[src/rtl/core/ewbr_pkg.sv]
// ----------------------------------------------------------------------------
// ewbr_pkg
// Shared widths, CORDIC angle table and fixed-point helpers for the rotator.
// ----------------------------------------------------------------------------
package ewbr_pkg;

  localparam int AngleBits  = 16;
  localparam int VectorBits = 32;
  localparam int TrigStages = 16;
  localparam int TrigShift  = 30;
  localparam int TrigW      = 34;   // Q2.30 plus CORDIC growth headroom
  localparam int ZW         = 33;   // residual angle
  localparam int CoefW      = 34;
  localparam int ProdW      = CoefW + VectorBits;
  localparam int AccW       = ProdW + 2;
  localparam int QueueDepth = 4;
  localparam int QueuePtrW  = 2;

  localparam logic signed [TrigW-1:0] CordicStart = TrigW'(652032874);
  localparam logic [31:0] QuarterTurn = 32'h4000_0000;
  localparam logic [31:0] HalfTurn    = 32'h8000_0000;

  typedef logic signed [TrigW-1:0] trig_t;

  typedef struct packed {
    logic signed [AngleBits-1:0]  roll;
    logic signed [AngleBits-1:0]  pitch;
    logic signed [AngleBits-1:0]  yaw;
    logic signed [VectorBits-1:0] wx;
    logic signed [VectorBits-1:0] wy;
    logic signed [VectorBits-1:0] wz;
  } req_t;

  // prepared CORDIC start: residual angle and quadrant flip per axis
  typedef struct packed {
    logic signed [ZW-1:0] z;
    logic                 flip;
  } axis_t;

  typedef struct packed {
    axis_t                        r;
    axis_t                        p;
    axis_t                        y;
    logic signed [VectorBits-1:0] wx;
    logic signed [VectorBits-1:0] wy;
    logic signed [VectorBits-1:0] wz;
  } prep_t;

  function automatic logic signed [ZW-1:0] atan_lut(input int i);
    logic signed [ZW-1:0] r;
    unique case (i)
      0: r = ZW'(536870912);  1: r = ZW'(316933406);  2: r = ZW'(167458907);
      3: r = ZW'(85004756);   4: r = ZW'(42667331);   5: r = ZW'(21354465);
      6: r = ZW'(10679838);   7: r = ZW'(5340245);    8: r = ZW'(2670163);
      9: r = ZW'(1335087);    10: r = ZW'(667544);    11: r = ZW'(333772);
      12: r = ZW'(166886);    13: r = ZW'(83443);     14: r = ZW'(41722);
      15: r = ZW'(20861);     16: r = ZW'(10430);     17: r = ZW'(5215);
      18: r = ZW'(2608);      19: r = ZW'(1304);      20: r = ZW'(652);
      21: r = ZW'(326);       22: r = ZW'(163);       default: r = ZW'(81);
    endcase
    return r;
  endfunction

  // angle prep: widen to 32-bit turn, add offset, fold quadrants 1/2
  function automatic axis_t prep_angle(input logic [AngleBits-1:0] a,
                                       input logic [31:0] off);
    logic [31:0] t;
    axis_t       o;
    t = {a, {(32-AngleBits){1'b0}}} + off;
    o.flip = (t[31:30] == 2'b01) || (t[31:30] == 2'b10);
    if (o.flip) t = t + HalfTurn;
    o.z = ZW'(signed'(t));
    return o;
  endfunction

  // (a*b + 2^29) >>> 30 on Q2.30
  function automatic logic signed [CoefW-1:0] mul_q30(input logic signed [CoefW-1:0] a,
                                                      input logic signed [CoefW-1:0] b);
    logic signed [2*CoefW-1:0] p;
    p = a * b + (2*CoefW)'(64'sd1 <<< (TrigShift-1));
    return CoefW'(p >>> TrigShift);
  endfunction

endpackage

[src/rtl/core/ewbr_front.sv]
// ----------------------------------------------------------------------------
// ewbr_front
// Accepts requests, folds angles into the CORDIC range and queues them.
// ----------------------------------------------------------------------------
module ewbr_front import ewbr_pkg::*; (
  input  logic  clk_i,
  input  logic  rst_ni,
  input  logic  in_valid_i,
  output logic  in_stall_o,
  input  req_t  req_i,
  output logic  q_valid_o,
  input  logic  q_pop_i,
  output prep_t q_data_o
);
  prep_t                mem_q [QueueDepth];
  logic [QueuePtrW-1:0] wr_q, rd_q;
  logic [QueuePtrW:0]   cnt_q;
  logic                 push, pop;
  prep_t                prep;

  always_comb begin
    prep.r  = prep_angle(req_i.roll,  32'h0);
    prep.p  = prep_angle(req_i.pitch, 32'h0);
    prep.y  = prep_angle(req_i.yaw,   QuarterTurn);
    prep.wx = req_i.wx;
    prep.wy = req_i.wy;
    prep.wz = req_i.wz;
  end

  assign in_stall_o = (cnt_q == (QueuePtrW+1)'(QueueDepth));
  assign push       = in_valid_i && !in_stall_o;
  assign q_valid_o  = (cnt_q != '0);
  assign pop        = q_valid_o && q_pop_i;
  assign q_data_o   = mem_q[rd_q];

  always_ff @(posedge clk_i) begin
    if (push) mem_q[wr_q] <= prep;
  end

  always_ff @(posedge clk_i or negedge rst_ni) begin
    if (!rst_ni) begin
      wr_q  <= '0;
      rd_q  <= '0;
      cnt_q <= '0;
    end else begin
      if (push) wr_q <= wr_q + 1'b1;
      if (pop)  rd_q <= rd_q + 1'b1;
      cnt_q <= cnt_q + (QueuePtrW+1)'(push) - (QueuePtrW+1)'(pop);
    end
  end
endmodule

[config.mk]
export PLATFORM = sky130hd
export DESIGN_NAME = ewbr_front
export DESIGN_NICKNAME = d
export VERILOG_FILES = /design/src/rtl/core/ewbr_pkg.sv /design/src/rtl/core/ewbr_front.sv
export SDC_FILE = /design/constraint.sdc
export NUM_CORES = 1
export LEC_CHECK = 0
export BUFFER_PORTS_ARGS = -buffer_cell sky130_fd_sc_hd__buf_2
export CORE_MARGIN = 2
export CORE_UTILIZATION = 30
export DETAILED_ROUTE_END_ITERATION = 6
export PLACE_DENSITY_LB_ADDON = 0.3
export SLEW_MARGIN = 20
export SYNTH_ARGS = -nofsm -noshare
export SYNTH_HDL_FRONTEND = slang
export SYNTH_SLANG_ARGS = --single-unit
[constraint.sdc]
create_clock -name clk_i -period 4.19 [get_ports clk_i]
set_input_delay 0 -clock clk_i [delete_from_list [all_inputs] [get_ports clk_i]]
set_output_delay 0 -clock clk_i [all_outputs]
set_load 0.03 [all_outputs]
==> metrics <==
Yosys reg bits 595; minimum clock period 2.56 ns; GRT overflow 0; initial antenna violation count 5; Routability Congestion 0.698; synth top area cells edfxtp_1 (80%), mux4_2 (15%), buf_4 (1.8%), dfrtp_1 (0.79%), buf_6 (0.71%); clock root buffer clkbuf_16; Final Cell Area 0.0281 sq mm; Final setup viols 0; Vias/cell 4.39; core area 0.0730 sq mm; Initial DRT Pass Iterations 6; crit path kind reg -> out; Detailed Route WL 45,800 um; most frequent cells in the layout edfxtp_1 (588), buf_2 (299), dlygate4sd3_1 (148); worst-margin pin slew 0.734 ns; Synth cell types 23; Max Root-Sink Buffers 3; vias in the first global route 11,200; Vias 10,400; H-tree depth 3; hold path endpoint mem_q[3][160]; unrepaired setup endpoints after global routing false; DP Area 0.0246 sq mm; leading area contributor after synthesis edfxtp_1; RR Endpoint cnt_q[2]; clock share of power 26.0%; post-cts gate resize count 0; PortBufs 299; largest fanout on the critical path 54; CTS tree done; slew margin rel. 51.1%; period utilisation layout 61.2%; met2 usage 19.9%; CP Launch Type flip-flop; die span in x 275 um; # DRC 0; Filler cells 6,588; WL/cell 19.3 um; number of flops mapped to enable cells by yosys 588; Switching Share 34.6%; YS warnings 0; CP Data Arrival Time 2.56 ns; crit end category primary output; Crit path required time 4.19 ns; hold path depth 2; Post-Synth Simple-Gate Area 0.475%; skew final 0.0195 ns; Hold Buf Count CTS 148; ys flop type edfxtp_1; most common cell after layout, fill and taps aside edfxtp_1; Post-Route Utilization 38.6%; Switching Power 7120 uW; remaining antenna violation count 0; dpl ws 1.88 ns; main combinational cell family by area after synthesis multiplexers; Ports 348; Sum Neg Setup Slack 0 ns; GRT Util Overall 12.0%; row count 99; XOR/XNOR Fraction of Synth Area 0.238%; die span in y 275 um; clk_lat worst skew 0.60 ns; Seq/Total Area, Yosys 80.7%; Avg Inst Size Synth 25.5 sq um; starting DRC count in detailed routing 606; Hold Fails Final Rpt 0; Internal 13,500 uW; Async SR Flop Fraction 1.18%; Max VDD drop 0.433 mV; f_max 390 MHz; post-CTS setup buffer count 0; first-pass GRT wire length 68,000 um; FF-to-FF setup slack 1.94 ns; layout cells sized above 1 39.7%; sequential power share 39.8%; largest net degree at the start of global routing 96; Worst-path clk slew 0.06 ns; number of CTS-inserted buffers 66; HP Start req_i[125]; Cells after Synth 867; Hold WC Path Type in -> reg; Slew Limit Fails 0; Setup WS post-layout 1.63 ns; reg2reg start cnt_q[2]; P_leak 0.00962 uW; PwrDens 732 mW/mm^2; hpwl dp 26,300 um; Final nets 1,515; adder-cell share of the synthesized area 0.430%; met1 usage 14.7%; proportion of synthesized area in mux cells 15.0%; complex-gate fraction of the synthesized area 0.147%; outcome completed; Yosys top cell area share 79.9%; max-cap viol count 0; met3 Track Usage GR 3.67%; Starting Density 30.3%; Area growth, synth to finish 27.3%; gr busiest metal met2; CTS Sinks 595; DIE AREA 0.0759 sq mm; Comb pwr share 34.2%; Cell Area, Synth 0.0221 sq mm; R2R depth 8
## critical path, stage by stage, from the launching register on
cell and delay [ns]:
dfrtp_4 0.88, buf_12 0.40, mux4_2 0.41, buf_2 0.20
## cells by family (layout without fill, tap and decap cells)
logic type | after synthesis | count (layout)
AO/OA/AOI/OAI | 4 | 4
flip-flops | 595 | 595
other | 1 | 50
buffers and inverters | 94 | 589
multiplexers | 147 | 147
adder cells (fa/ha/maj) | 7 | 7
AND/OR/NAND/NOR | 13 | 13
XOR/XNOR | 6 | 6
## power by group through the flow
stage          clock network [uW]  registers (uW)  logic, uW
4_1_cts                      5550            8220       7290
3_5_place_dp                    0            8340       7160
6_report                     5360            8200       7060
5_1_grt                      5770            8290       7570
3_3_place_gp                    0            8280       7160
2_1_floorplan                   0            8190       5200
## worst max path at each step
stage,from,endpoint,slack [ns],cells past startpoint
after floorplan,cnt_q[2],mem_q[0][0],1.17,2
after global placement,cnt_q[2],mem_q[1][152],1.94,3
after detailed placement,cnt_q[2],mem_q[1][130],1.88,3
after CTS,rd_q[1],q_data_o[8],1.53,3
after global routing,rd_q[1],q_data_o[128],1.50,3
final,rd_q[1],q_data_o[129],1.63,3
## layout make-up
type | instances | area, sq um | area share, %
flip-flops and latches | 595 | 17800 | 63.4
multi-input cells | 225 | 3790 | 13.5
repair buffers | 464 | 3270 | 11.6
clock buffers | 86 | 1770 | 6.29
well taps | 959 | 1200 | 4.26
clock inverters | 31 | 245 | 0.871
inverters | 8 | 30.0 | 0.107
diodes | 2 | 5.00 | 0.0178
## registers in the layout, summed over array words and instances (netlist names)
register / flops
cnt_q: 3
wr_q: 2
rd_q: 2
mem_q: 588
## synthesized netlist by cell type, types with 4 or more instances
cell type  instances
and3b_1            4
buf_2             15
buf_4             52
buf_6             14
clkbuf_1           4
dfrtp_1            7
edfxtp_1         588
ha_1               6
inv_1              8
mux4_2           147
nand2b_1           4
## through the flow
stage | hold WS [ns] | cells | power (uW)
CTS | 0.104 | 2368 | 21100
global route | 0.122 | 2370 | 21600
floorplan | -0.296 | 914 | 13400
detailed placement | -0.147 | 2103 | 15500
global placement | -0.147 | 2103 | 15400
finish | 0.154 | 2370 | 20600
## layer usage
| metal | part of all wire (%) | routed length [um] | vias up |
|---|---|---|---|
| met4 | 2.3 | 1040 | 6 |
| met1 | 41 | 18700 | 5481 |
| met2 | 50 | 23000 | 258 |
| met5 | 0.092 | 42 | - |
| met3 | 6.6 | 3000 | 76 |
| li1 | - | - | 4595 |
Note: power is estimated with default switching activity, not from simulation.
